`src/hdl/bukl_pkg.sv`:
```
// Package with the shared types and constants of the bounded unique key list.
package bukl_pkg;

   localparam int DEPTH_DEFAULT = 16;
   localparam int KEY_W         = 32;
   localparam int LIMIT_W       = 5;
   localparam int RSP_COUNT_W   = 5;

   localparam logic [LIMIT_W-1:0] LIMIT_RESET = 5'd16;

   typedef enum logic {
      CMD_INSERT = 1'b0,
      CMD_DELETE = 1'b1
   } bukl_cmd_type;

   typedef enum logic [1:0] {
      STATUS_DONE  = 2'd0,
      STATUS_MISS  = 2'd1,
      STATUS_BOUND = 2'd2
   } bukl_status_type;

   typedef enum logic {
      ST_IDLE = 1'b0,
      ST_BUSY = 1'b1
   } bukl_state_type;

   // Broadcast from the controller to every cell of the row.
   typedef struct packed {
      logic              insert_commit;
      logic              delete_commit;
      logic [KEY_W-1:0]  probe_key;
   } bukl_cell_ctl_type;

endpackage

```
`src/hdl/bukl_cell.sv`:
```
// One slot of the key row: holds a key, compares it and shifts on a delete.
module bukl_cell (
   input  logic                       clock,
   input  bukl_pkg::bukl_cell_ctl_type ctl,
   input  logic                       occupied,
   input  logic                       slot_free,
   input  logic                       seen_in,
   input  logic [bukl_pkg::KEY_W-1:0] next_key,
   output logic                       seen_out,
   output logic [bukl_pkg::KEY_W-1:0] key_out
);
   import bukl_pkg::*;

   logic [KEY_W-1:0] key_ff;
   logic [KEY_W-1:0] key_in;
   logic             hit;

   assign hit      = occupied && (key_ff == ctl.probe_key);
   assign seen_out = seen_in || hit;
   assign key_out  = key_ff;

   // A delete moves every slot from the matching one upwards down by one place.
   always_comb begin
      key_in = key_ff;
      if (ctl.insert_commit && slot_free) begin
         key_in = ctl.probe_key;
      end else if (ctl.delete_commit && seen_out) begin
         key_in = next_key;
      end
   end

   always_ff @(posedge clock) begin
      key_ff <= key_in;
   end

endmodule

```
`src/hdl/bounded_unique_key_list.sv`:
```
// Top level of the bounded unique key list: controller and a row of key cells.
//
// Holds up to DEPTH distinct 32-bit keys in insertion order, limited further by
// the list_limit register (written through the csr_ channel, reset value 16).
// Every command beat is captured in ST_IDLE, and in ST_BUSY all cells compare
// the key in parallel, the row is updated and the status and new count are
// registered on the rsp_ side; ST_BUSY is held while an earlier result still
// waits for rsp_ready. The next command is taken once that result is registered,
// even while it still waits for rsp_ready, so a new command is not taken before
// the last one is through ST_BUSY. The key storage has no reset; only the count
// and control are cleared.
module bounded_unique_key_list #(
   parameter int DEPTH = bukl_pkg::DEPTH_DEFAULT
) (
   input  logic                           clock,
   input  logic                           reset,
   input  logic                           csr_valid,
   output logic                           csr_ready,
   input  logic [bukl_pkg::LIMIT_W-1:0]   csr_list_limit,
   input  logic                           req_valid,
   output logic                           req_ready,
   input  logic                           req_cmd,
   input  logic signed [bukl_pkg::KEY_W-1:0] req_key,
   output logic                           rsp_valid,
   input  logic                           rsp_ready,
   output logic [1:0]                     rsp_status,
   output logic [bukl_pkg::RSP_COUNT_W-1:0] rsp_entry_count
);
   import bukl_pkg::*;

   localparam int CW = $clog2(DEPTH + 1);
   localparam int LW = (CW > LIMIT_W) ? CW : LIMIT_W;
   localparam int XW = (LW > RSP_COUNT_W) ? LW : RSP_COUNT_W;

   bukl_state_type     state_ff, state_in;
   bukl_cmd_type       cmd_ff;
   logic [KEY_W-1:0]   key_ff;
   logic [CW-1:0]      count_ff, count_in;
   logic [LIMIT_W-1:0] limit_ff;
   logic               rsp_valid_ff, rsp_valid_in;
   bukl_status_type    rsp_status_ff, status_in;
   logic [RSP_COUNT_W-1:0] rsp_count_ff;

   logic               complete;
   logic               at_limit;
   logic               found;
   logic               insert_ok;
   logic               delete_ok;
   logic [XW-1:0]      count_ext;
   bukl_cell_ctl_type  cell_ctl;

   logic [DEPTH:0]     seen;
   logic [KEY_W-1:0]   cell_key [DEPTH];

   assign csr_ready       = 1'b1;
   assign rsp_valid       = rsp_valid_ff;
   assign rsp_status      = rsp_status_ff;
   assign rsp_entry_count = rsp_count_ff;

   // Next state.
   always_comb begin
      state_in = state_ff;
      unique case (state_ff)
         ST_IDLE: begin
            if (req_valid) begin
               state_in = ST_BUSY;
            end
         end
         ST_BUSY: begin
            if (!rsp_valid_ff || rsp_ready) begin
               state_in = ST_IDLE;
            end
         end
         default: state_in = ST_IDLE;
      endcase
   end

   // Handshake outputs of the controller.
   always_comb begin
      req_ready = 1'b0;
      complete  = 1'b0;
      unique case (state_ff)
         ST_IDLE: req_ready = 1'b1;
         ST_BUSY: complete  = !rsp_valid_ff || rsp_ready;
         default: req_ready = 1'b0;
      endcase
   end

   // The count never exceeds DEPTH, so comparing with both bounds gives the
   // limit clipped to the built depth.
   assign at_limit = (LW'(count_ff) >= LW'(limit_ff)) || (LW'(count_ff) >= LW'(DEPTH));
   assign found    = seen[DEPTH];

   assign insert_ok = (cmd_ff == CMD_INSERT) && !at_limit && !found;
   assign delete_ok = (cmd_ff == CMD_DELETE) && (count_ff != '0) && found;

   always_comb begin
      unique case (cmd_ff)
         CMD_INSERT: begin
            if (at_limit) begin
               status_in = STATUS_BOUND;
            end else if (found) begin
               status_in = STATUS_MISS;
            end else begin
               status_in = STATUS_DONE;
            end
         end
         CMD_DELETE: begin
            if (count_ff == '0) begin
               status_in = STATUS_BOUND;
            end else if (!found) begin
               status_in = STATUS_MISS;
            end else begin
               status_in = STATUS_DONE;
            end
         end
         default: status_in = STATUS_BOUND;
      endcase
   end

   always_comb begin
      count_in = count_ff;
      if (complete && insert_ok) begin
         count_in = count_ff + CW'(1);
      end else if (complete && delete_ok) begin
         count_in = count_ff - CW'(1);
      end
   end

   assign count_ext = XW'(count_in);

   always_comb begin
      rsp_valid_in = rsp_valid_ff;
      if (complete) begin
         rsp_valid_in = 1'b1;
      end else if (rsp_ready) begin
         rsp_valid_in = 1'b0;
      end
   end

   assign cell_ctl.insert_commit = complete && insert_ok;
   assign cell_ctl.delete_commit = complete && delete_ok;
   assign cell_ctl.probe_key     = key_ff;

   assign seen[0] = 1'b0;

   for (genvar i = 0; i < DEPTH; i++) begin : g_cell
      bukl_cell u_cell (
         .clock     (clock),
         .ctl       (cell_ctl),
         .occupied  (CW'(i) < count_ff),
         .slot_free (CW'(i) == count_ff),
         .seen_in   (seen[i]),
         .next_key  ((i == DEPTH - 1) ? cell_key[i] : cell_key[(i + 1) % DEPTH]),
         .seen_out  (seen[i + 1]),
         .key_out   (cell_key[i])
      );
   end

   always_ff @(posedge clock) begin
      if (reset) begin
         state_ff     <= ST_IDLE;
         count_ff     <= '0;
         limit_ff     <= LIMIT_RESET;
         rsp_valid_ff <= 1'b0;
      end else begin
         state_ff     <= state_in;
         count_ff     <= count_in;
         rsp_valid_ff <= rsp_valid_in;
         if (csr_valid && csr_ready) begin
            limit_ff <= csr_list_limit;
         end
      end
   end

   always_ff @(posedge clock) begin
      if (req_valid && req_ready) begin
         cmd_ff <= bukl_cmd_type'(req_cmd);
         key_ff <= req_key;
      end
      if (complete) begin
         rsp_status_ff <= status_in;
         rsp_count_ff  <= count_ext[RSP_COUNT_W-1:0];
      end
   end

endmodule

```
`config.mk`:
```
export PLATFORM = sky130hd
export DESIGN_NAME = bounded_unique_key_list
export DESIGN_NICKNAME = d
export VERILOG_FILES = /design/src/hdl/bukl_pkg.sv /design/src/hdl/bukl_cell.sv /design/src/hdl/bounded_unique_key_list.sv
export SDC_FILE = /design/constraint.sdc
export NUM_CORES = 1
export LEC_CHECK = 0
export ABC_AREA = 1
export BUFFER_PORTS_ARGS = -buffer_cell sky130_fd_sc_hd__buf_2
export CORE_MARGIN = 2
export CORE_UTILIZATION = 55
export CTS_CLUSTER_DIAMETER = 50
export DETAILED_ROUTE_END_ITERATION = 10
export GPL_TIMING_DRIVEN = 0
export PLACE_DENSITY = 0.71
export SLEW_MARGIN = 20
export SYNTH_ARGS = -nofsm -noshare
export SYNTH_HDL_FRONTEND = slang
export SYNTH_SLANG_ARGS = --single-unit
```
`constraint.sdc`:
```
create_clock -name clock -period 7.1 [get_ports clock]
set_input_delay 1.065 -clock clock [delete_from_list [all_inputs] [get_ports clock]]
set_output_delay 1.065 -clock clock [all_outputs]
set_load 0.02 [all_outputs]
```
Yosys cells after proc, flatten, opt, wreduce, memory -nomap -nowiden. Index checks and enable logic that the tools add are counted.

Bits in registers: 564. Input bits: 43. Output and inout port bits: 10. Logic and storage cells: 213.

$add $sub $neg: 2. $lt $le $gt $ge: 18. Equality and inequality tests: 31. Muxes and demuxes: 44. Bitwise logic cells: 2. Reduce and logical (&&, ||, !) cells: 92.

Operators with widths (number): $mux 32 (30); $eq 32x32->1 (16); $logic_and 1x1->1 (54); $eq 4x5->1 const A (8); $lt 4x5->1 const A (8); $reduce_bool 2->1 (16); $eq 3x5->1 const A (4); $lt 3x5->1 const A (4); $logic_or 1x1->1 (17); $eq 2x5->1 const A (2); $lt 1x5->1 const A (2); $lt 2x5->1 const A (2); $mux 5 (2); $mux 1 (8); $add 5x1->5 const B (1); $eq 1x5->1 const A (1); $ge 5x5->1 (1); $ge 5x5->1 const B (1); $logic_not 5->1 (1); $reduce_bool 5->1 (1); $sub 5x1->5 const B (1); $mux 2 (2); $pmux 2 s2 (1); $logic_not 1->1 (3); other kinds (2) (3).

Longest topological paths before layout.
Word-level depth: 22. Gate-level depth with buffers: 26. Mapped depth without buffers: 23.

Cells and area by module. From an unflattened synthesis, not the netlist that was laid out.

Cell total of the unflattened synthesis: 3764. Area, all modules: 32809.0 um^2.

By module, submodules not included: bukl_cell (instances 16, cells each 221, area an instance 1901.8 um^2, seq. area each 960.9 um^2); bounded_unique_key_list (instances 1, cells each 228, area an instance 2379.8 um^2, seq. area each 1441.4 um^2).

Least setup slack after synthesis. Ideal clock, no wire load.

Path kind: reg-to-reg. From: register key_ff[25]. To: register g_cell[3].u_cell.key_ff[0], enable pin. Library setup time: 0.466 ns. Arrival: 4.492 ns. Data required time: 6.634 ns. Slack: 2.142 ns. Stages on the path, launching flop included: 14. Path buffers: 2. Period minus slack after synthesis: 4.958 ns. Cells stage by stage: edfxtp_1 -> clkinv_1 -> clkbuf_1 -> o21ai_0 -> inv_1 -> o221ai_1 -> a2111oi_0 -> nand2_1 -> nor4_1 -> nand4_1 -> inv_1 -> o21ai_0 -> clkbuf_2 -> o21ai_0.

Word-level cells in the longest chain between the ends: 22. Elaborated cells on any way between the ends: 55. Classes of those cells: eq/ne: 16; reduce/logical: 39.

RTL lines: start, declared (line bounded_unique_key_list.sv:37) `logic [KEY_W-1:0] key_ff;`; start signal, assigned (line bounded_unique_key_list.sv:179) `key_ff <= req_key;`; $eq 32x32->1 (line bukl_cell.sv:18) `assign hit = occupied && (key_ff == ctl.probe_key);`; $logic_and 1x1->1 (line bukl_cell.sv:18); $logic_or 1x1->1 (15 in series) (line bukl_cell.sv:19) `assign seen_out = seen_in || hit;`; $logic_not 1->1; $logic_and 1x1->1 (line bounded_unique_key_list.sv:94) `assign insert_ok = (cmd_ff == CMD_INSERT) && !at_limit && !found;`; $logic_and 1x1->1 (line bounded_unique_key_list.sv:141) `assign cell_ctl.insert_commit = complete && insert_ok;`; $logic_and 1x1->1 (line bukl_cell.sv:25) `if (ctl.insert_commit && slot_free) begin`; $reduce_bool 2->1 (no line) (*); end signal, assigned (line bukl_cell.sv:33) `key_ff <= key_in;`; end, declared (line bukl_cell.sv:14) `logic [KEY_W-1:0] key_ff;`.

Mark *: on every way between the ends. The rest lies on a longest branch, timed or not. A chain may end at the register's enable or synchronous reset.

Worst setup path in the final report.
From: register key_ff[31]. To: register g_cell[7].u_cell.key_ff[31], enable pin.

Word-level cells in the longest chain between the ends: 22. Elaborated cells on any way between the ends: 55. Classes of those cells: eq/ne: 16; reduce/logical: 39.

RTL lines (line): $eq 32x32->1 (bukl_cell.sv:18); $logic_and 1x1->1 (bukl_cell.sv:18); $logic_or 1x1->1 (15 in series) (bukl_cell.sv:19); $logic_not 1->1; $logic_and 1x1->1 (bounded_unique_key_list.sv:94); $logic_and 1x1->1 (bounded_unique_key_list.sv:141); $logic_and 1x1->1 (bukl_cell.sv:25); $reduce_bool 2->1 (no line) (*); end signal, assigned (bukl_cell.sv:33); end, declared (bukl_cell.sv:14).

Marked as above.

==> results.py <==
metrics = {
    "synth": {
        "ys_types": 44,
        "avgSynthCellArea_um2": 9.81,
        "postSynthCellCount": 3065,
        "syn_nets": 3118,
        "synth-adder-area-share_pct": 0.416,
        "muxShareOfSynthArea_pct": 0,
        "yosysSeqAreaShare_pct": 56.0,
        "synth_warnings": 0,
        "synth-seq-cells": 564,
        "synth_simple_gate_area_share_pct": 15.4,
        "synth_top_family_by_area": "simple AND/OR/NAND/NOR gates",
        "synth-xor-area-share_pct": 10.3,
        "syn_area_um2": 30100,
        "synth_compound_area_share_pct": 11.5,
    },
    "floorplan": {
        "dieWidth_um": 238,
        "io-pin-count": 53,
        "row_count": 85,
        "fp.dieH_um": 238,
        "dieArea_um2": 56500,
        "start_util_pct": 55.7,
        "core_um2": 53900,
    },
    "clock_tree": {
        "clock_latency_ps": 640,
        "cts_max_path_buffers": 3,
        "path_clk_slew_ps": 70,
        "post-cts-setup-buffer-count": 0,
        "htree_levels": 3,
        "numCtsBuffers": 72,
        "cts_tree": "yes",
        "cts.sinks": 564,
        "cts_resized": 0,
        "hold_buffers": 0,
        "cts-root-buf": "clkbuf_16",
    },
    "placement": {
        "dpl.hpwl_um": 93200,
        "dp_slack_ps": 765,
        "port_buffers": 50,
        "gp_congestion": 1.07,
        "dp_cells": 3823,
        "dpl_cell_area_um2": 31600,
    },
    "worst_setup_path": {
        "worstSetupEndpointType": "flip-flop",
        "worstPathRequired_ps": 7470,
        "cp.depth": 20,
        "worstSetupPathType": "reg2reg",
        "critical-path-top-delay-family": "simple AND/OR/NAND/NOR gates",
        "critical-path-slowest-cell": "clkbuf_2",
        "critPathBufInv": 4,
        "crit_path_start_kind": "flip-flop",
        "critical-path-max-stage-delay_ps": 780,
        "crit_fanout": 19,
        "arrival_ps": 7130,
        "crit_chain": "buf_4 -> inv_1 -> nand2_1 -> nand2_1 -> nand2_1 -> nor2_1 -> nand2_1 -> nor2_1 -> nand3_1 -> nand3_1 -> nor2_1 -> nand4_1 -> nor2_1 -> nand4_1 -> nor2_1 -> nand4_1 -> o21ai_0 -> clkbuf_2 -> o21ai_4 -> buf_16",
        "r2r_cells": 20,
        "cp_common_cell": "nor2_1",
    },
    "timing": {
        "layout_setup_ws_ps": 347,
        "slew_violations": 0,
        "post-route-period-util_pct": 95.1,
        "skew_ps": 29.3,
        "fmax_mhz": 148,
        "finalCriticalPeriod_ps": 6750,
        "worst_slew_pin_slew_ps": 1270,
        "grt_setup_unrepaired": "false",
        "holdWs_ps": 436,
        "slew_headroom_pct": 15.6,
        "finalHoldViolations": 0,
        "setup_violations": 0,
    },
    "cells_and_area": {
        "fin_area_um2": 34000,
        "drive_above_1_share_pct": 12.7,
        "layout_commonest_cell": "nand2_1",
        "area_growth_pct": 13.1,
        "nets": 3254,
        "layout_common_cells": "805 x nand2_1, 552 x edfxtp_1, 313 x o21ai_1",
        "instances_no_fill": 3955,
    },
    "run": {
        "drv_cap": 0,
    },
    "detailed_routing": {
        "drc": 0,
        "drtIter0Drc": 4509,
        "via_per_inst": 6.53,
        "wl_per_cell_um": 32.7,
        "drt-total-wl_um": 129000,
        "num_vias": 25800,
        "ant_nets": 0,
        "first_pass_iters": 11,
    },
    "power": {
        "power.density_nw_per_um2": 238,
        "ir_worst_vdd_mv": 0.202,
        "cellLeakagePower_nw": 13.2,
    },
    "run_status": {
        "status": "completed",
    },
    "global_route": {
        "antenna_found_initial": 7,
        "overflow": 0,
        "track_usage_pct": 45.6,
        "grt_pass1_vias": 24300,
        "grt_pass1_wl_um": 177000,
        "grt_max_degree": 33,
    },
    "hold_path": {
        "hold_path_class": "reg2reg",
        "hold-path-cell-count": 0,
    },
}
## registers in the layout (all words and copies together) (netlist names)
name and flops:
g_cell.u_cell.key_out 512, rsp_status 2, state_ff 1, limit_ff 5, cmd_ff 1, rsp_valid 1, count_ff 5, key_ff 32
rsp_entry_count 5
## where the power goes
part	internal, mW	leakage [nW]	switching (mW)
Sequential	3.65	5.09	0.0320
Clock	2.15	1.14	1.55
Combinational	0.169	6.99	0.547
## metrics by stage
step	power, mW	TNS, ps	util, %
2_1_floorplan	4.08	0	-
3_3_place_gp	4.41	-321690	57.8
3_5_place_dp	4.42	0	58.6
4_1_cts	8.01	0	63.0
5_1_grt	8.19	0	63.0
6_report	8.10	0	63.0
## cells in the mapped netlist, drive strengths merged
| cell | instances | share of area (%) |
|---|---|---|
| nand2 | 811 | 10 |
| edfxtp | 552 | 55 |
| o21a | 1 | 0.025 |
| ha | 10 | 0.42 |
| a211oi | 7 | 0.17 |
| nor2 | 138 | 1.9 |
| nand4 | 45 | 1.0 |
| buf | 144 | 3.3 |
| conb | 1 | 0.012 |
| a22o | 9 | 0.26 |
| clkbuf | 78 | 0.99 |
| nand3b | 1 | 0.025 |
| a221o | 1 | 0.033 |
| o211ai | 1 | 0.025 |
| clkinv | 8 | 0.10 |
| xor2 | 155 | 4.5 |
| xnor2 | 198 | 5.8 |
| nor4b | 6 | 0.17 |
| nor3 | 23 | 0.38 |
| nand3 | 53 | 0.98 |
| a21oi | 11 | 0.18 |
| nor4 | 30 | 0.62 |
| o2111ai | 12 | 0.35 |
| o21ai | 539 | 9.4 |
| inv | 163 | 2.0 |
| nor3b | 1 | 0.025 |
| dfxtp | 12 | 0.80 |
| o221ai | 1 | 0.029 |
| o22ai | 34 | 0.71 |
| a2111oi | 3 | 0.087 |
| or2 | 9 | 0.19 |
| a221oi | 8 | 0.23 |
## path summary, 6_finish.rpt
| path | endpoint | start | slack, ps |
|---|---|---|---|
| setup / recovery | g_cell[7].u_cell.key_out[31] | key_ff[31] | 350 |
| hold / removal | g_cell[15].u_cell.key_out[8] | key_ff[8] | 440 |
| setup reg to reg | g_cell[7].u_cell.key_out[31] | key_ff[31] | 350 |
| hold reg to reg | g_cell[15].u_cell.key_out[8] | key_ff[8] | 440 |
## worst register-to-register path, delay by kind of cell (launching register included)
family,cells,cell delay (ps)
simple gates,14,3300
buf+inv,4,1950
compound gates,2,870
flops,1,350
## kinds of logic (layout without fill, tap and decap cells)
family	after synthesis	after routing
buffers and inverters	393	583
and+or+nand+nor	1117	1117
AOI/OAI and AO/OA	627	627
adders and majority gates	10	10
DFF	564	564
other	1	5
xor gates and xnor gates	353	353
## cell type report
cell class	count	area, um2
Fill cell	4482	19900
Timing Repair Buffer	62	549
Sequential cell	564	16800
Antenna cell	4	10.0
Multi-Input combinational cell	2108	11400
Buffer	222	1300
Inverter	171	642
Clock buffer	83	1880
Clock inverter	45	470
Tap cell	696	871
## routing by layer
metal	wire [um]	part of all wire, %	track usage, %
met1	46000	36	58.1
met4	9250	7.2	26.9
met5	181	0.14	0
met3	20200	16	18.5
met2	53800	42	65.3
Power figures use the tool's default switching activity.
